**src/hdl/sauv_pkg.sv**
```systemverilog
// Shared constants and codes for the Sauvola local threshold unit.
package sauv_pkg;

    localparam int DEF_MAX_WIDTH  = 256;
    localparam int DEF_MAX_HEIGHT = 256;

    localparam int CFG_IDX_W  = 8;
    localparam int CFG_DATA_W = 10;

    localparam logic [CFG_IDX_W-1:0] REG_WINDOW = 8'd0;
    localparam logic [CFG_IDX_W-1:0] REG_K      = 8'd1;
    localparam logic [CFG_IDX_W-1:0] REG_WIDTH  = 8'd2;
    localparam logic [CFG_IDX_W-1:0] REG_HEIGHT = 8'd3;

    localparam logic CMD_LOAD  = 1'b0;
    localparam logic CMD_QUERY = 1'b1;

    localparam logic [1:0] STATUS_OK         = 2'd0;
    localparam logic [1:0] STATUS_OUTSIDE    = 2'd1;
    localparam logic [1:0] STATUS_NOT_LOADED = 2'd2;

    localparam logic [7:0] WINDOW_RESET = 8'd40;
    localparam logic [9:0] K_RESET      = 10'd307;
    localparam int         SIZE_RESET   = 256;

    localparam logic [7:0] PIX_BLACK = 8'd0;
    localparam logic [7:0] PIX_WHITE = 8'd255;

    // 1.0 in the Q2.25 threshold factor, and the k*1.0 term weight
    localparam logic [26:0] F_ONE = 27'd33554432;

endpackage

```
**src/hdl/sauv_div.sv**
```systemverilog
// Restoring divider, one quotient bit per cycle, 64 by 32 with 32-bit quotient.
module sauv_div
(
    input  logic        clk,
    input  logic        rst_n,
    input  logic        start,
    input  logic [63:0] dividend,
    input  logic [31:0] divisor,
    output logic        busy,
    output logic        done,
    output logic [31:0] quotient
);
    import sauv_pkg::*;

    logic [31:0] rem_reg, rem_next;
    logic [31:0] quo_reg, quo_next;
    logic [31:0] den_reg, den_next;
    logic [4:0]  cnt_reg, cnt_next;
    logic        busy_reg, busy_next;
    logic        done_reg, done_next;
    logic [32:0] trial;
    logic [32:0] diff;

    always_comb
    begin
        rem_next  = rem_reg;
        quo_next  = quo_reg;
        den_next  = den_reg;
        cnt_next  = cnt_reg;
        busy_next = busy_reg;
        done_next = 1'b0;
        trial     = {rem_reg, quo_reg[31]};
        diff      = trial - {1'b0, den_reg};
        if (start)
        begin
            // upper half is below the divisor, so 32 steps suffice
            rem_next  = dividend[63:32];
            quo_next  = dividend[31:0];
            den_next  = divisor;
            cnt_next  = 5'd31;
            busy_next = 1'b1;
        end
        else if (busy_reg)
        begin
            if (trial >= {1'b0, den_reg})
            begin
                rem_next = diff[31:0];
                quo_next = {quo_reg[30:0], 1'b1};
            end
            else
            begin
                rem_next = trial[31:0];
                quo_next = {quo_reg[30:0], 1'b0};
            end
            cnt_next = cnt_reg - 5'd1;
            if (cnt_reg == 5'd0)
            begin
                busy_next = 1'b0;
                done_next = 1'b1;
            end
        end
    end

    always_ff @(posedge clk or negedge rst_n)
    begin
        if (!rst_n)
        begin
            busy_reg <= 1'b0;
            done_reg <= 1'b0;
            cnt_reg  <= 5'd0;
        end
        else
        begin
            busy_reg <= busy_next;
            done_reg <= done_next;
            cnt_reg  <= cnt_next;
        end
    end

    always_ff @(posedge clk)
    begin
        rem_reg <= rem_next;
        quo_reg <= quo_next;
        den_reg <= den_next;
    end

    assign busy     = busy_reg;
    assign done     = done_reg;
    assign quotient = quo_reg;

endmodule

```
**config.mk**
```make
export PLATFORM = sky130hd
export DESIGN_NAME = sauv_div
export DESIGN_NICKNAME = d
export VERILOG_FILES = /design/src/hdl/sauv_pkg.sv /design/src/hdl/sauv_div.sv
export SDC_FILE = /design/constraint.sdc
export NUM_CORES = 1
export LEC_CHECK = 0
export BUFFER_PORTS_ARGS = -buffer_cell sky130_fd_sc_hd__buf_2
export CAP_MARGIN = 20
export CORE_AREA = 10 10 125 127
export CTS_BUF_LIST = sky130_fd_sc_hd__clkbuf_4 sky130_fd_sc_hd__clkbuf_8 sky130_fd_sc_hd__clkbuf_16
export DETAILED_ROUTE_END_ITERATION = 8
export DIE_AREA = 0 0 135 137
export PLACE_DENSITY = 0.74
export SLEW_MARGIN = 20
export SYNTH_ARGS = -nofsm -noshare
export SYNTH_HDL_FRONTEND = slang
export SYNTH_SLANG_ARGS = --single-unit
```
**constraint.sdc**
```tcl
create_clock -name clk -period 3.6 [get_ports clk]
set_clock_uncertainty 0.1 [all_clocks]
set_input_delay 0.54 -clock clk [delete_from_list [all_inputs] [get_ports clk]]
set_output_delay 0.54 -clock clk [all_outputs]
set_load 0.01 [all_outputs]
```
## Word level (Yosys, flattened, before mapping)

Cells that the tools add are included.

| word-level totals | value |
|---|---|
| register bits after elaboration | 103 |
| logic and storage cells | 25 |
| bits of input ports | 99 |
| output and inout port bits | 34 |

| cells by class | value |
|---|---|
| magnitude comparators | 1 |
| $add $sub $neg | 2 |
| reductions and logical operators | 2 |
| muxes and demuxes | 14 |

Operators with widths:

| kind | count |
|---|---|
| $mux W32 | 5 |
| $ge A33 B32 Y1 | 1 |
| $sub A32 B32 Y32 | 1 |
| $mux W5 | 2 |
| $mux W1 | 7 |
| $logic_not A5 Y1 | 1 |
| $sub A5 B1 Y5 const B | 1 |
| $reduce_bool A2 Y1 | 1 |

## Depth between registers and ports, before layout

| logic depth | value |
|---|---|
| word-level depth | 4 |
| depth in mapped cells | 13 |
| depth with buffers taken out | 12 |

## Worst setup path after synthesis

Ideal clock, no wire load.

| timing path | value |
|---|---|
| path kind | register to register |
| start | reg quo_reg[31], in the netlist quotient[31] |
| end | reg rem_reg[24], data pin |
| required time | 3.244 ns |
| buffers on the path | 0 |
| slack | 0.664 ns |
| stages on the path, launching flop included | 13 |
| clock period less this slack | 2.936 ns |
| data arrival time | 2.580 ns |
| library setup time | 0.256 ns |
| cells stage by stage | edfxtp_1 > inv_1 > ha_1 > inv_1 > fa_1 > a21o_1 > a221oi_2 > o21ai_1 > a311o_1 > a211oi_2 > xnor2_1 > nand2_1 > a21oi_2 |

| on the way | value |
|---|---|
| cells in the longest elaborated chain, start to end | 4 |
| elaborated cells on any way between the ends | 5 |
| those cells by class | add/sub (1); order compare (1); mux (3) |

RTL lines:

| what | RTL line | RTL |
|---|---|---|
| start, declared | sauv_div.sv:16 | `logic [31:0] quo_reg, quo_next;` |
| start signal, assigned | sauv_div.sv:83 | `quo_reg <= quo_next;` |
| $sub A32 B32 Y32 or $ge A33 B32 Y1 (tied branches) | sauv_div.sv:33, sauv_div.sv:45 |  |
| $mux W32 * | sauv_div.sv:45 | `if (trial >= {1'b0, den_reg})` |
| $mux W32 * | sauv_div.sv:43 | `else if (busy_reg)` |
| $mux W32 * | sauv_div.sv:34 | `if (start)` |
| net rem_next[24] | sauv_div.sv:15 | `logic [31:0] rem_reg, rem_next;` |
| end signal, assigned | sauv_div.sv:82 | `rem_reg <= rem_next;` |
| end, declared | sauv_div.sv:15 |  |

Mark *: on every way through the listed nets, which the timed path passes. The rest lies on a longest branch. The select of a mux whose other input is x is not followed.
A chain may end at the register's enable or synchronous reset.

## Worst setup path after layout

| timing path | value |
|---|---|
| start | reg quo_reg[31], in the netlist quotient[31] |
| end | reg rem_reg[14], data pin |

Same word-level chain as after synthesis.

==> results by group <==
Run status
  – Status: complete, no violations

Finish
  – Share of layout cells above drive strength 1: 31.5%
  – Nets: 841
  – Register area: 3060 um2
  – Layout Cells excl Fill: 888
  – Syn-to-layout area delta: 16.8%
  – Final core utilization: 57.3%
  – Fillers: 1118
  – Area of the multi-input gates: 2990 um2
  – Inserted Diodes: 0

Timing
  – Final period util: 89.4%
  – Period minus WS final: 3220 ps
  – Setup TNS: 0 ps
  – Hold Vio Cnt, Final: 0
  – Worst slew margin: 52.2%
  – Fmax: 311 MHz
  – Fin. max-slew vios: 0
  – Setup violations, final: 0
  – RSZ-0062 raised after global routing: false
  – Worst slew pin tran: 717 ps

Power and ir drop
  – Total chip power: 5.61 mW
  – Leakage: 3.20 nW
  – Worst vdd ir: 0.359 mV
  – Pwr dens: 749 nW/um2

Synthesis
  – Top cells by area, synth: edfxtp_1 45%, ha_1 6.6%, mux2_2 5.8%
  – Synth Area in Simple Gates: 12.6%
  – Post-synthesis mux area share: 6.26%
  – Post-Syn Nets: 718
  – FFs w/ async S/R, synth: 6.80%
  – Seq/Total Area, Yosys: 47.7%
  – XOR/XNOR Fraction of Synth Area: 4.09%
  – Mapped Avg Cell Area: 11.0 um2
  – Post-Synth Adder-Cell Area: 6.94%
  – #FFs+latches synth: 103
  – Largest family of logic cells by synthesized area: compound AO/OA/AOI/OAI gates
  – Synth top area share: 44.9%
  – Most common cell in the synthesized netlist: edfxtp_1
  – Ys flop type: edfxtp_1
  – Post-Synthesis Cells: 584
  – Synth warnings: 0
  – Post-synth top cells: 96 x edfxtp_1, 62 x a21oi_1, 46 x nand2_1
  – Synth Cell Area: 6420 um2
  – Largest area contributor in the netlist: edfxtp_1
  – EDFF count, synth: 96
  – Synth Area in Compound Gates: 16.7%
  – Synth unique cells: 73

Die
  – Die area: 18500 um2
  – Starting density of the core: 49.0%
  – Ports: 133
  – DIE WIDTH: 135 um
  – Num rows: 42
  – Core footprint: 13100 um2
  – Die height: 137 um

GRT
  – GRT Util Overall: 16.6%
  – Number of global-route vias before repair: 5091
  – First-pass GRT wire length: 24800 um
  – Initial antenna violation count: 0
  – Largest net degree at the start of global routing: 63
  – Congestion Overflow GR: 0

Placed design
  – Buffers on Ports: 132
  – Placed cells: 871
  – Final GP Congestion: 0.899
  – Final HPWL DP: 11400 um

Setup path
  – WP data arrival: 3330 ps
  – Crit-path cells: inv_1 -> ha_1 -> inv_1 -> fa_1 -> a21o_1 -> a221oi_2 -> o21ai_1 -> a311o_1 -> a31oi_1 -> xnor2_1 -> nand2_1 -> a21oi_1
  – Crit Path Class: reg2reg
  – Critical Path RT: 3710 ps
  – Startpoint Class: register
  – Crit-path most repeated cell: inv_1
  – Max stage delay on crit path: 500 ps
  – Critical Path Sink Type: register
  – Reg2Reg Setup Slack: 380 ps
  – Max FO, Critical Path: 5
  – R2R Path End: rem_reg[14]
  – Slowest CP cell: a311o_1
  – R2r worst-path depth: 12
  – RR Startpoint: quotient[31]

Routing
  – Via density: 5.49
  – ANT nets after route: 0
  – Residual DRC: 0
  – Vias: 4876
  – Drt pass-1 iters: 5
  – Routed len/inst: 17.0 um
  – Drt initial violations: 325
  – Detailed Route WL: 15100 um

Clocking
  – Clock sink count: 103
  – CTS root buf: clkbuf_16
  – Post-CTS setup repair buffer count: 0
  – Clock latency at the later pin of the worst-skew pair: 360 ps
  – CTS Buffer Depth: 2
  – Num CTS Buffers: 9
  – Clk slew on worst S/H paths: 70 ps
  – CTS tree: done
  – H-tree depth: 3

Worst hold path
  – Hold-critical path endpoint: den_reg[8]
  – Min-Delay Path Class: in2reg
  – Min-delay src: divisor[8]
  – Depth of the worst hold-timing path: 1

Flow run
  – Max cap viols: 0
[critical path, delay by kind of cell, from the launching register on]
kind	cells	cell delay [ps]
compound gates	6	1660
buf+inv	2	140
flops	1	400
simple gates	1	70
fa+ha+maj	2	580
xor+xnor	1	130
[report_power, final]
group          internal [mW]  switching [mW]
logic                   1.17            1.60
registers               1.65           0.157
clock network          0.560           0.481
[kinds of logic (layout without fill, tap and decap cells)]
logic type,after synthesis,count (layout)
mux,36,36
xor+xnor,30,30
fa+ha+maj,35,35
simple gates,146,146
flops,103,103
buf+inv,75,203
compound gates,159,159
[cells in the final DEF (no fill, tap or decap), drive strengths merged, types with 2 or more instances in the layout]
cell type / count
a221o: 5
nor2b: 24
nor3: 8
nor4: 3
a31oi: 5
o21bai: 2
o21ai: 25
xor2: 8
dfrtp: 7
nand3: 11
or3: 4
nand2b: 7
o31ai: 4
a21boi: 3
a21o: 14
nand2: 47
edfxtp: 96
ha: 34
mux2: 33
a31o: 2
inv: 50
xnor2: 22
clkbuf: 9
nand4: 7
and3: 4
o211ai: 6
nor3b: 9
o21a: 3
buf: 141
mux2i: 3
or2: 3
nor2: 10
a211oi: 2
or4: 2
a21oi: 77
[repair_timing]
action / in CTS / in global routing
endpoints found under the hold margin: 7 / 0
resized for setup: 0 / 0
hold buffers: 1 / 0
[per-layer routing]
metal | share of wire [%] | up-vias | global-route usage, % | wire length [um]
met4 | 1.4 | 0 | 4.78 | 216
met3 | 8.1 | 17 | 6.89 | 1220
met5 | 0 | - | 0 | 0
li1 | - | 2393 | - | -
met2 | 48 | 133 | 27.4 | 7220
met1 | 43 | 2333 | 19.5 | 6420
[how the worst max path moves through the flow]
stage | startpoint | endpoint | slack [ps]
CTS | quotient[31] | rem_reg[14] | 390
floorplan | quotient[31] | rem_reg[24] | 660
finish | quotient[31] | rem_reg[14] | 380
global route | rem_reg[13] | rem_reg[22] | 210
global placement | rem_reg[13] | rem_reg[30] | 480
detailed placement | quotient[31] | rem_reg[24] | 460
[layout make-up]
cell class / count / share of cell area [%]
Tap cell: 176 / 2.94
Multi-Input combinational cell: 406 / 39.9
Clock buffer: 9 / 3.00
Sequential cell: 103 / 40.8
Clock inverter: 7 / 1.24
Inverter: 45 / 2.25
Timing Repair Buffer: 142 / 9.88
[per-stage QoR]
stage / hold WS [ps] / worst slack (ps) / cell area [um2]
finish: 250 / 383 / 7500
global route: 229 / 205 / 7500
CTS: 231 / 386 / 7500
detailed placement: 284 / 456 / 7170
global placement: 277 / 484 / 7170
floorplan: 144 / 664 / 6420
No activity file was read; power rests on OpenSTA's default activity.
