File: config.mk
export PLATFORM = sky130hd
export DESIGN_NAME = sauv_sqrt
export DESIGN_NICKNAME = d
export VERILOG_FILES = /design/src/hdl/sauv_pkg.sv /design/src/hdl/sauv_sqrt.sv
export SDC_FILE = /design/constraint.sdc
export NUM_CORES = 1
export LEC_CHECK = 0
export BUFFER_PORTS_ARGS = -buffer_cell sky130_fd_sc_hd__buf_2
export CAP_MARGIN = 10
export CORE_MARGIN = 3
export CORE_UTILIZATION = 25
export DETAILED_ROUTE_END_ITERATION = 10
export PLACE_DENSITY_LB_ADDON = 0.05
export REMOVE_ABC_BUFFERS = 1
export SYNTH_ARGS = -nofsm -noshare
export SYNTH_HDL_FRONTEND = slang
export SYNTH_SLANG_ARGS = --single-unit
export TNS_END_PERCENT = 20
File: constraint.sdc
create_clock -name clk -period 7 [get_ports clk]
set_input_delay 0.7 -clock clk [delete_from_list [all_inputs] [get_ports clk]]
set_output_delay 0.7 -clock clk [all_outputs]
set_load 0.02 [all_outputs]
File: src/hdl/sauv_pkg.sv
// Shared constants and codes for the Sauvola local threshold unit.
package sauv_pkg;

    localparam int DEF_MAX_WIDTH  = 256;
    localparam int DEF_MAX_HEIGHT = 256;

    localparam int CFG_IDX_W  = 8;
    localparam int CFG_DATA_W = 10;

    localparam logic [CFG_IDX_W-1:0] REG_WINDOW = 8'd0;
    localparam logic [CFG_IDX_W-1:0] REG_K      = 8'd1;
    localparam logic [CFG_IDX_W-1:0] REG_WIDTH  = 8'd2;
    localparam logic [CFG_IDX_W-1:0] REG_HEIGHT = 8'd3;

    localparam logic CMD_LOAD  = 1'b0;
    localparam logic CMD_QUERY = 1'b1;

    localparam logic [1:0] STATUS_OK         = 2'd0;
    localparam logic [1:0] STATUS_OUTSIDE    = 2'd1;
    localparam logic [1:0] STATUS_NOT_LOADED = 2'd2;

    localparam logic [7:0] WINDOW_RESET = 8'd40;
    localparam logic [9:0] K_RESET      = 10'd307;
    localparam int         SIZE_RESET   = 256;

    localparam logic [7:0] PIX_BLACK = 8'd0;
    localparam logic [7:0] PIX_WHITE = 8'd255;

    // 1.0 in the Q2.25 threshold factor, and the k*1.0 term weight
    localparam logic [26:0] F_ONE = 27'd33554432;

endpackage

File: src/hdl/sauv_sqrt.sv
// Digit-by-digit integer square root, two radicand bits per cycle.
module sauv_sqrt
(
    input  logic        clk,
    input  logic        rst_n,
    input  logic        start,
    input  logic [31:0] radicand,
    output logic        done,
    output logic [15:0] root
);
    import sauv_pkg::*;

    logic [31:0] v_reg, v_next;
    logic [31:0] root_reg, root_next;
    logic [31:0] bit_reg, bit_next;
    logic        busy_reg, busy_next;
    logic        done_reg, done_next;
    logic [31:0] trial;

    always_comb
    begin
        v_next    = v_reg;
        root_next = root_reg;
        bit_next  = bit_reg;
        busy_next = busy_reg;
        done_next = 1'b0;
        trial     = root_reg + bit_reg;
        if (start)
        begin
            v_next    = radicand;
            root_next = 32'd0;
            bit_next  = 32'h4000_0000;
            busy_next = 1'b1;
        end
        else if (busy_reg)
        begin
            if (v_reg >= trial)
            begin
                v_next    = v_reg - trial;
                root_next = (root_reg >> 1) + bit_reg;
            end
            else
            begin
                root_next = root_reg >> 1;
            end
            bit_next = bit_reg >> 2;
            if (bit_reg == 32'd1)
            begin
                busy_next = 1'b0;
                done_next = 1'b1;
            end
        end
    end

    always_ff @(posedge clk or negedge rst_n)
    begin
        if (!rst_n)
        begin
            busy_reg <= 1'b0;
            done_reg <= 1'b0;
        end
        else
        begin
            busy_reg <= busy_next;
            done_reg <= done_next;
        end
    end

    always_ff @(posedge clk)
    begin
        v_reg    <= v_next;
        root_reg <= root_next;
        bit_reg  <= bit_next;
    end

    assign done = done_reg;
    assign root = root_reg[15:0];

endmodule

=== Word level (Yosys, flattened, before mapping) ===
Cells that the tools add are included.

* Bits in registers: 82
* Bits in latches: 0
* Memory bits (writable): 0
* Bits in read-only memories: 0
* Input bits: 35
* Logic and storage cells: 23
* Memories: 0

* Add/subtract/negate cells: 3
* Multipliers: 0
* Divide/modulo/power cells: 0
* Order comparisons: 1
* Equality and inequality tests: 1
* Shifts and indexed selects: 0
* Mux-type cells: 10
* Bitwise operators: 0
* Reductions and logical operators: 3

{| class="wikitable"
|+ Operators by type and width
! kind !! number
|-
| $mux 32 || 4
|-
| $add 31x31->32 || 1
|-
| $add 32x31->32 || 1
|-
| $ge 32x32->1 || 1
|-
| $sub 32x32->32 || 1
|-
| $eq 16x1->1 const B || 1
|-
| $mux 1 || 6
|-
| $reduce_bool 2->1 || 2
|-
| $reduce_and 2->1 || 1
|}

=== Logic depth before layout (Yosys ltp) ===
Gate-level depths: netlist of the first run.

* Depth in word-level cells: 5
* Gate-level depth with buffers: 21
* Gate-level depth less buffers: 19

=== Least setup slack after synthesis of the first run ===
No wires, ideal clock.

* Kind: register to register
* Start point: register root_reg[4]
* End point: register v_reg[0], enable pin
* Data arrival time: 6143 ps
* Data required time: 6534 ps
* Setup slack: 391 ps
* Stages on the path, launching flop included: 18
* Clock period less this slack: 6609 ps
* Cell sequence: dfxtp_1 -> ha_1 -> a211oi_1 -> a211oi_1 -> a21oi_1 -> nor2_1 -> o41a_1 -> a211o_1 -> xnor2_1 -> ha_1 -> clkbuf_1 -> nand4_1 -> a2111oi_1 -> nor4_1 -> or2_1 -> buf_2 -> buf_2 -> o21ai_0

* Cells in the longest elaborated chain, start to end: 4

{| class="wikitable"
|+ RTL lines
! item !! line !! text
|-
| start: declaration || sauv_sqrt.sv:14 || <nowiki>logic [31:0] root_reg, root_next;</nowiki>
|-
| start signal: assignment || sauv_sqrt.sv:72 || <nowiki>root_reg <= root_next;</nowiki>
|-
| $add 32x31->32 || sauv_sqrt.sv:27 || <nowiki>trial = root_reg + bit_reg;</nowiki>
|-
| $ge 32x32->1 || sauv_sqrt.sv:37 || <nowiki>if (v_reg >= trial)</nowiki>
|-
| $reduce_bool 2->1 (no line) || - ||
|-
| $reduce_and 2->1 (no line) || - ||
|-
| end signal: assignment || sauv_sqrt.sv:71 || <nowiki>v_reg <= v_next;</nowiki>
|-
| end: declaration || sauv_sqrt.sv:13 || <nowiki>logic [31:0] v_reg, v_next;</nowiki>
|}

Every way passes these cells.
A chain may end at the register's enable or synchronous reset.

=== Worst setup path after layout of the first run ===
* Start point: register root_reg[4]
* End point: register v_reg[26], enable pin

Same word-level chain as after synthesis.

==> impl_metrics.env, run 1 <==
export IMPL_cts_buffer_depth=2
export IMPL_dieArea_um2=30800
export IMPL_ctsResizeCount=0
export IMPL_start_util_pct=25.6
export IMPL_r2r_slack_ns=1.21
export IMPL_max_stage_delay_ns=0.47
export IMPL_synth_edff_count=32
export IMPL_rsz0062_at_grt="no"
export IMPL_grt_pass1_vias=6580
export IMPL_slew_violations=0
export IMPL_yosysWarnings=0
export IMPL_ys_seq_area_share_pct=27.5
export IMPL_top_level_ports=52
export IMPL_area_growth_synth_to_final_pct=10.7
export IMPL_cp_required_ns=7.09
export IMPL_yosys_most_used_dff="dfxtp_1"
export IMPL_cp_startpoint="root_reg[4]"
export IMPL_grt_overflow_total=0
export IMPL_finClkSkew_ns=0.0127
export IMPL_worstMarginPinSlew_ns=1.15
export IMPL_path_cells="ha_1 -> a211oi_1 -> a211oi_1 -> a21oi_1 -> nor2_1 -> o41a_1 -> a211o_1 -> a31oi_1 -> xor2_1 -> ha_1 -> a21o_1 -> a211o_1 -> a211o_1 -> nor4_2 -> buf_4 -> or2_1 -> buf_4 -> o21ai_4 -> buf_4"
export IMPL_relSlewSlack_pct=21.6
export IMPL_grt_pass1_wl_um=37200
export IMPL_wire_per_inst_um=18.2
export IMPL_root_buffer="clkbuf_16"
export IMPL_p_per_area_nw_per_um2=395
export IMPL_period_share_pct=82.7
export IMPL_grt_use_total_pct=15.3
export IMPL_synth_cell_types=65
export IMPL_syn_area_um2=7180
export IMPL_setup_tns_final_ns=0
export IMPL_fill_cells=3081
export IMPL_n_antenna_cell=0
export IMPL_dp_cells=1258
export IMPL_grt_start_max_net_pins=71
export IMPL_synth_area_per_cell_um2=8.10
export IMPL_fin_area_um2=7950
export IMPL_postSynth_asyncResetShare_pct=2.44
export IMPL_hold_worst_slack_ns=0.125
export IMPL_r2r_start="root_reg[4]"
export IMPL_cts_tree="yes"
export IMPL_numCtsBuffers=9
export IMPL_setup_viol=0
export IMPL_cp_num_cells=19
export IMPL_peakVddDrop_uv=155
export IMPL_dp_hpwl_um=17500
export IMPL_gp_congestion=0.789
export IMPL_htreeDepth=3
export IMPL_cts_sinks=82
export IMPL_min_path_type="input pin to async pin"
export IMPL_p_leak_nw=3.13
export IMPL_via_per_inst=4.99
export IMPL_cp_max_fo=29
export IMPL_clock_fmax_ghz=0.173
export IMPL_status="finished, final reports clean"
export IMPL_slowest_stage="dfxtp_1"
export IMPL_reg2reg_to="v_reg[26]"
export IMPL_maxCapViolations=0
export IMPL_ant_nets=0
export IMPL_cp_arrival_ns=5.88
export IMPL_die_width_um=175
export IMPL_coreArea_um2=28000
export IMPL_crit_family="compound AO/OA/AOI/OAI gates"
export IMPL_wirelength_um=23200
export IMPL_min_period_ns=5.79
export IMPL_fin_util_pct=28.4
export IMPL_dr_pass1_iters=5
export IMPL_antenna_found_initial=0
export IMPL_dr_first_iter_drc_count=307
export IMPL_crit_path_end_kind="register"
export IMPL_drcViolationCount=0
export IMPL_path_buf_inv=3
export IMPL_start_kind="register"
export IMPL_worstRegToRegCells=19
export IMPL_synth_seq_cells=82
export IMPL_die_h_um=175
export IMPL_path_class="register to register"
export IMPL_syn_inst=886
export IMPL_clk_latency_ns=0.35
export IMPL_endpoint="v_reg[26]"
export IMPL_post_cts_setup_buffer_count=0
export IMPL_drive_above_1_share_pct=10.4
export IMPL_layoutNonFillerInstCount=1274
export IMPL_nNetsFinal=993
export IMPL_hold_violations=0
export IMPL_holdBufCountCts=0
export IMPL_row_count=61
export IMPL_clk_pin_slew_ns=0.07
export IMPL_port_buffer_count=51
export IMPL_num_vias=6352
export IMPL_post_dp_cell_area_um2=7670
-- stage by stage --
stage / total power, mW / setup slack [ns]
CTS: 3.21 / 1.09
detailed placement: 2.72 / 1.12
finish: 3.14 / 1.21
global placement: 2.74 / 1.26
floorplan: 2.12 / -0.692
global route: 3.44 / 0.669
-- layout by cell type, fill, tap and decap left out, types with 5 or more instances in the layout --
cell type and instances:
edfxtp_1 32, nor3_1 28, a31oi_1 23, a211oi_1 24
a21boi_0 5, dfxtp_1 48, nand2_1 95, a311oi_1 5
xnor2_1 40, nor2_1 86, mux2_2 6, o21ai_0 67
buf_2 50, buf_4 7, xor2_1 34, nor2b_1 7
a21oi_1 57, nand4_1 15, a21o_1 17, a31o_2 6
o211ai_1 7, inv_1 15, clkbuf_16 9, nor4_1 6
nor3b_1 6, ha_1 66, mux2i_1 21, nand3_1 12
nand2b_1 7, o31ai_1 14, or3_1 5, o21bai_1 10
-- metal layers --
| layer | share of wire, % | track usage [%] | up-vias |
|---|---|---|---|
| li1 | - | - | 3277 |
| met1 | 48 | 20.3 | 2981 |
| met2 | 48 | 26.5 | 76 |
| met3 | 2.1 | 1.95 | 18 |
| met4 | 1.4 | 3.40 | 0 |
| met5 | 0 | 0 | - |
-- cell type report --
type | instances | area, um^2 | area share, %
Tap cell | 378 | 473 | 5.95
Clock buffer | 12 | 246 | 3.10
Sequential cell | 82 | 1970 | 24.8
Inverter | 16 | 60.1 | 0.756
Multi-Input combinational cell | 725 | 4860 | 61.2
Timing Repair Buffer | 57 | 303 | 3.81
Clock inverter | 4 | 27.5 | 0.346
-- worst min-delay path by stage --
stage,end,slack (ns),cells past startpoint
after floorplan,busy_reg,0.40,0
final,busy_reg,0.13,1
after CTS,busy_reg,0.11,1
after global placement,done,0.49,1
after detailed placement,done,0.49,1
after global routing,done,0.11,1
-- power breakdown --
part,internal (mW),leakage [nW],switching (mW)
clock,0.251,0.137,0.217
combinational,0.696,2.25,1.18
sequential,0.693,0.742,0.100
total,1.64,3.13,1.50
-- synth_stat cells (5+ instances only) --
cell type	instances	area (um^2)
mux2_2	6	67.6
xor2_1	34	298
mux2i_1	21	210
a21o_1	17	128
nor2_1	86	323
a31o_2	6	52.6
nand2b_1	7	43.8
o211ai_1	7	52.6
edfxtp_1	32	961
clkbuf_1	32	120
buf_1	5	18.8
a21boi_0	5	37.5
or3_1	5	31.3
a311oi_1	5	43.8
nand4_1	15	93.8
o31ai_1	14	105
dfxtp_1	48	961
a21oi_1	57	285
inv_1	15	56.3
a31oi_1	23	144
nor3_1	28	140
buf_2	10	50.1
nor2b_1	7	43.8
buf_4	16	120
xnor2_1	40	350
o21ai_0	68	340
a211oi_1	24	180
nor3b_1	6	45.0
ha_1	66	826
nor4_1	7	43.8
nand2_1	95	357
o21bai_1	10	75.1
nand3_1	12	60.1
-- cells by family (layout without fill, tap and decap cells) --
family / count (synthesis) / after routing / synth area share, %
muxes: 27 / 27 / 3.87
buffers and inverters: 79 / 89 / 5.14
xor gates and xnor gates: 74 / 74 / 9.03
adders and majority gates: 67 / 67 / 11.8
and+or+nand+nor: 284 / 284 / 18.1
AOI/OAI and AO/OA: 273 / 273 / 24.6
DFF: 82 / 82 / 27.5
Note: power is estimated with default switching activity, not from simulation.
==> run 2: changes to the inputs <==
--- a/config.mk
+++ b/config.mk
@@ -5,6 +5,7 @@
 export SDC_FILE = /design/constraint.sdc
 export NUM_CORES = 1
 export LEC_CHECK = 0
+export ABC_AREA = 1
 export BUFFER_PORTS_ARGS = -buffer_cell sky130_fd_sc_hd__buf_2
 export CAP_MARGIN = 10
 export CORE_MARGIN = 3
==> constraint.sdc (replaced) <==
create_clock -name clk -period 5.22 [get_ports clk]
set_input_delay 0.522 -clock clk [delete_from_list [all_inputs] [get_ports clk]]
set_output_delay 0.522 -clock clk [all_outputs]
set_load 0.02 [all_outputs]
==> impl_metrics.env, run 2 <==
export IMPL_maxCapViolations=0
export IMPL_layoutNonFillerInstCount=1963
export IMPL_clk_pin_slew_ns=0.08
export IMPL_top_level_ports=52
export IMPL_p_per_area_nw_per_um2=568
export IMPL_yosys_most_used_dff="dfxtp_1"
export IMPL_grt_pass1_vias=9182
export IMPL_fin_util_pct=28.2
export IMPL_hold_violations=0
export IMPL_seq_area_um2=1970
export IMPL_antenna_found_initial=0
export IMPL_post_cts_setup_buffer_count=0
export IMPL_p_leak_nw=4.62
export IMPL_gp_congestion=0.856
export IMPL_dr_pass1_iters=5
export IMPL_dieArea_um2=37800
export IMPL_period_share_pct=86.3
export IMPL_coreArea_um2=34800
export IMPL_grt_pass1_wl_um=52500
export IMPL_start_kind="register"
export IMPL_wire_per_inst_um=17.2
export IMPL_synth_cell_types=51
export IMPL_wirelength_um=33800
export IMPL_synth_seq_cells=82
export IMPL_worstMarginPinSlew_ns=0.889
export IMPL_cp_num_cells=20
export IMPL_yosysTopAreaCell="nand2_1"
export IMPL_crit_path_end_kind="register"
export IMPL_cts_sinks=82
export IMPL_path_class="register to register"
export IMPL_area_growth_synth_to_final_pct=10.6
export IMPL_finClkSkew_ns=0.0150
export IMPL_nNetsFinal=1605
export IMPL_dp_hpwl_um=27000
export IMPL_min_path_type="input pin to register"
export IMPL_peakVddDrop_uv=241
export IMPL_slowest_stage="dfxtp_1"
export IMPL_yosysWarnings=0
export IMPL_syn_inst=1482
export IMPL_rsz0062_at_grt="no"
export IMPL_port_buffer_count=51
export IMPL_path_buf_inv=2
export IMPL_worstRegToRegCells=20
export IMPL_root_buffer="clkbuf_16"
export IMPL_die_width_um=194
export IMPL_syn_area_um2=8880
export IMPL_num_vias=9223
export IMPL_synth_most_common_cell="nand2_1"
export IMPL_die_h_um=194
export IMPL_row_count=68
export IMPL_layout_commonest_cell="nand2_1"
export IMPL_slew_violations=0
export IMPL_ctsResizeCount=0
export IMPL_grt_start_max_net_pins=73
export IMPL_status="finished, final reports clean"
export IMPL_path_cells="ha_1 -> nand2_1 -> inv_1 -> nand3_1 -> o21bai_1 -> nand2_1 -> nand2_1 -> nand2_1 -> o21ai_0 -> xor2_1 -> ha_1 -> nand2_1 -> nor2_1 -> nand2_1 -> nor2_2 -> nand2_4 -> nand2_4 -> nand2_1 -> nand2_1 -> buf_12"
export IMPL_dp_cells=1946
export IMPL_final_cell_mix="nand2_1 (498), inv_1 (174), nand3_1 (144)"
export IMPL_cts_tree="yes"
export IMPL_htreeDepth=3
export IMPL_start_util_pct=25.5
export IMPL_relSlewSlack_pct=40.7
export IMPL_synth_area_per_cell_um2=5.99
export IMPL_ys_seq_area_share_pct=22.2
export IMPL_drive_above_1_share_pct=6.96
export IMPL_holdBufCountCts=1
export IMPL_fill_cells=4021
export IMPL_via_per_inst=4.70
export IMPL_drcViolationCount=0
export IMPL_grt_use_total_pct=17.8
export IMPL_multi_input_area_um2=5920
export IMPL_cp_required_ns=5.28
export IMPL_dr_first_iter_drc_count=549
export IMPL_cp_arrival_ns=4.56
export IMPL_synth_area_leaders="nand2_1 (21%), dfxtp_1 (11%), edfxtp_1 (11%), ha_1 (9.3%), nand3_1 (8.1%)"
export IMPL_clock_fmax_ghz=0.222
export IMPL_min_period_ns=4.50
export IMPL_synth_edff_count=32
export IMPL_n_antenna_cell=0
export IMPL_hold_depth=3
export IMPL_postSynth_asyncResetShare_pct=2.44
export IMPL_synth_commonest_cells="nand2_1 (498), inv_1 (174), nand3_1 (144)"
export IMPL_setup_viol=0
export IMPL_grt_overflow_total=0
export IMPL_clk_latency_ns=0.38
export IMPL_setup_tns_final_ns=0
export IMPL_max_stage_delay_ns=0.61
export IMPL_crit_family="simple AND/OR/NAND/NOR gates"
export IMPL_cp_max_fo=32
export IMPL_cp_common_cell="nand2_1"
export IMPL_synth_top_area_share_pct=21.1
export IMPL_cts_buffer_depth=2
export IMPL_numCtsBuffers=9
export IMPL_ant_nets=0
[run 2: cell count changes after synthesis, sizes merged, moves of 15 or more]
cell,delta
a21oi,+34
mux2i,-21
nand2,+409
a211oi,-23
nand3b,+15
inv,+164
xnor2,-19
a31oi,-17
nor2,+59
nand3,+133
[run 2: per-layer routing]
| metal | up-vias | part of all wire, % | track usage (%) |
|---|---|---|---|
| li1 | 4833 | - | - |
| met1 | 4226 | 50 | 24.3 |
| met2 | 136 | 46 | 29.6 |
| met3 | 28 | 2.5 | 2.50 |
| met4 | 0 | 1.9 | 4.34 |
| met5 | - | 0 | 0 |
[run 2: final timing paths]
path,start,endpoint,slack [ns]
worst max-delay path,root_reg[8],v_reg[14],0.72
worst min-delay path,radicand[26],v_reg[26],0.41
worst max register to register,root_reg[8],v_reg[14],0.72
worst min register to register,root_reg[0],root_reg[0],0.49
max in group asynchronous,rst_n,busy_reg,4.68
min in group asynchronous,rst_n,done,0.45
[run 2: worst min-delay path, stage by stage]
cell     delay, ns
buf_2         0.07
nand2_1       0.04
nand2_1       0.05
[run 2: kinds of logic (layout without fill, tap and decap cells)]
group,Yosys count,after routing,synth area share [%]
flip-flops,82,82,22.2
AO/OA/AOI/OAI,195,195,12.1
XOR/XNOR,45,45,4.44
adder cells (fa/ha/maj),67,67,9.53
AND/OR/NAND/NOR,859,859,40.7
buffers and inverters,234,260,11.1
[run 2: final cells by class]
class / count / share of cell area (%)
multi-input cells: 1166 / 60.3
flip-flops and latches: 82 / 20.1
inverters: 180 / 6.88
well taps: 455 / 5.80
repair buffers: 64 / 3.75
clock buffers: 9 / 2.29
clock inverters: 7 / 0.879
[run 2: report_power, final]
| group | leakage [nW] | switching (mW) | internal [mW] |
|---|---|---|---|
| Combinational | 3.72 | 2.41 | 1.26 |
| Sequential | 0.748 | 0.232 | 0.960 |
| Clock | 0.150 | 0.338 | 0.382 |
| Total | 4.62 | 2.98 | 2.60 |
[run 2: per-stage QoR]
stage	worst slack, ns	power [mW]	hold WS, ns	instance area (um^2)
after floorplan	0.694	3.72	0.226	8570
after global placement	0.720	4.91	0.308	9500
after detailed placement	0.734	4.89	0.311	9500
after CTS	0.696	5.65	0.389	9820
after global routing	0.329	6.19	0.407	9820
final	0.717	5.58	0.414	9820
==> run 3: changes to the inputs <==
--- a/config.mk
+++ b/config.mk
@@ -13,6 +13,7 @@
 export DETAILED_ROUTE_END_ITERATION = 10
 export PLACE_DENSITY_LB_ADDON = 0.05
 export REMOVE_ABC_BUFFERS = 1
+export SKIP_LAST_GASP = 1
 export SYNTH_ARGS = -nofsm -noshare
 export SYNTH_HDL_FRONTEND = slang
 export SYNTH_SLANG_ARGS = --single-unit
==> constraint.sdc (replaced) <==
create_clock -name clk -period 3.91 [get_ports clk]
set_input_delay 0.391 -clock clk [delete_from_list [all_inputs] [get_ports clk]]
set_output_delay 0.391 -clock clk [all_outputs]
set_load 0.02 [all_outputs]
==> impl_metrics.env, run 3 (synthesized netlist as in run 2, its figures left out) <==
export IMPL_area_growth_synth_to_final_pct=17.9
export IMPL_min_period_ns=3.68
export IMPL_setup_viol=0
export IMPL_dp_cells=2008
export IMPL_dieArea_um2=37800
export IMPL_fin_area_um2=10500
export IMPL_path_class="register to register"
export IMPL_layoutNonFillerInstCount=2030
export IMPL_routed_top_layer="met4"
export IMPL_clk_latency_ns=0.37
export IMPL_cts_sinks=82
export IMPL_slew_violations=0
export IMPL_final_cell_mix="nand2_1 (494), inv_1 (174), nand3_1 (143)"
export IMPL_clock_fmax_ghz=0.271
export IMPL_nNetsFinal=1672
export IMPL_seqPwrFrac_pct=18.6
export IMPL_drcViolationCount=0
export IMPL_routed_wl_met3_um=854
export IMPL_wirelength_um=34700
export IMPL_via_per_inst=4.67
export IMPL_dr_first_iter_drc_count=531
export IMPL_crit_path_end_kind="register"
export IMPL_start_util_pct=25.5
export IMPL_fill_cells=4012
export IMPL_port_buffer_count=51
export IMPL_clock_power_share_pct=11.0
export IMPL_clk_pin_slew_ns=0.07
export IMPL_p_sw_share_pct=51.8
export IMPL_cp_max_fo=8
export IMPL_dr_pass1_iters=5
export IMPL_grt_pass1_vias=9520
export IMPL_r2r_start="bit_reg[2]"
export IMPL_drive_above_1_share_pct=12.3
export IMPL_cp_arrival_ns=3.81
export IMPL_p_int_mw=3.80
export IMPL_cp_startpoint="bit_reg[2]"
export IMPL_period_share_pct=94.2
export IMPL_status="finished, final reports clean"
export IMPL_finClkSkew_ns=0.0128
export IMPL_gp_congestion=0.882
export IMPL_wire_per_inst_um=17.1
export IMPL_hold_violations=0
export IMPL_grt_pass1_wl_um=53100
export IMPL_antenna_found_initial=0
export IMPL_coreArea_um2=34800
export IMPL_min_path_type="input pin to register"
export IMPL_grt_use_total_pct=17.9
export IMPL_min_from="radicand[25]"
export IMPL_p_per_area_nw_per_um2=754
export IMPL_met1_length_um=17000
export IMPL_post_dp_cell_area_um2=9990
export IMPL_worstMarginPinSlew_ns=0.878
export IMPL_top_level_ports=52
export IMPL_die_width_um=194
export IMPL_dp_hpwl_um=27700
export IMPL_grt_start_max_net_pins=73
export IMPL_grt_overflow_total=0
export IMPL_n_antenna_cell=0
export IMPL_relSlewSlack_pct=41.5
export IMPL_htreeDepth=3
export IMPL_numCtsBuffers=9
export IMPL_peakVddDrop_uv=387
export IMPL_start_kind="register"
export IMPL_cts_buffer_depth=2
export IMPL_maxCapViolations=0
export IMPL_combPwrFrac_pct=70.4
export IMPL_layout_commonest_cell="nand2_1"
export IMPL_cp_required_ns=4.03
export IMPL_setup_tns_final_ns=0
export IMPL_root_buffer="clkbuf_16"
export IMPL_ant_nets=0
export IMPL_wl_met2_um=16100
export IMPL_die_h_um=194
export IMPL_fin_util_pct=30.1
export IMPL_cts_tree="yes"
export IMPL_row_count=68
export IMPL_p_leak_nw=5.01
export IMPL_num_vias=9470
export IMPL_p_sw_mw=4.09
==> run 3: changes by cell type in the layout (fill, tap and decap cells not counted), moves of 3 or more <==
| cell | previous run | this run |
|---|---|---|
| a21oi_1 | 89 | 85 |
| buf_4 | 11 | 73 |
| o21ai_2 | 0 | 3 |
| o21ai_1 | 9 | 12 |
| xor2_1 | 24 | 21 |
| o21ai_0 | 64 | 58 |
| nand2_1 | 498 | 494 |
| nand2_2 | 4 | 7 |
| a21oi_2 | 1 | 4 |
| xor2_2 | 0 | 3 |
==> run 3: power by group through the flow <==
stage	clock network (mW)	registers, mW	logic [mW]
6_report	0.866	1.47	5.55
5_1_grt	0.927	1.50	6.27
4_1_cts	0.896	1.47	5.43
3_5_place_dp	0	1.48	5.39
3_3_place_gp	0	1.49	5.43
2_1_floorplan	0	1.55	3.41
==> run 3: final timing paths <==
kind                               end  slack (ns)  depth (start not counted)
max in group asynchronous     busy_reg        3.48                          2
min                          v_reg[25]        0.29                          3
min reg2reg                root_reg[0]        0.50                          2
max                           v_reg[7]        0.23                         20
max reg2reg                   v_reg[7]        0.23                         20
min in group asynchronous     busy_reg        0.34                          2
==> run 3: critical path, cell delays in order, from the launching register on <==
cell and delay [ns]:
dfxtp_1 0.34, ha_1 0.33, nand3_1 0.10, nand3_1 0.08, nand2_1 0.08, o21bai_1 0.22
nand2_1 0.10, nand2_1 0.10, nand2_1 0.12, o21ai_1 0.17, xor2_1 0.26, ha_1 0.33
inv_2 0.11, o21bai_1 0.10, a21boi_1 0.16, nand2_1 0.12, a21oi_4 0.20, nand2_4 0.08
nand2_2 0.09, nand2_4 0.12, clkbuf_16 0.22
==> run 3: routing by layer <==
layer  GRT usage, %  up-vias
met5              0        -
met4           5.56        0
met3           2.01       32
met2           29.9      135
met1           24.2     4341
li1               -     4962
==> run 3: final cells by class <==
class / instances / area, um^2 / area share [%]
clock inverters: 5 / 37.5 / 0.359
repair buffers: 131 / 935 / 8.93
inverters: 180 / 676 / 6.45
clock buffers: 11 / 243 / 2.32
multi-input cells: 1166 / 6040 / 57.7
well taps: 455 / 569 / 5.44
flip-flops and latches: 82 / 1970 / 18.8
==> run 3: metrics by stage <==
stage | worst slack [ns] | hold slack (ns) | power, mW
global route | -0.0274 | 0.291 | 8.69
floorplan | -0.616 | 0.0954 | 4.96
detailed placement | 0.0773 | 0.179 | 6.87
global placement | 0.130 | 0.178 | 6.93
finish | 0.226 | 0.287 | 7.89
CTS | 0.0619 | 0.274 | 7.79
==> run 3: what timing repair did <==
item	4_1_cts	5_1_grt
setup buffers	0	2
setup endpoints to repair	0	71
gates resized for setup	0	31
hold buffers	1	0
endpoints found under the hold margin	2	0
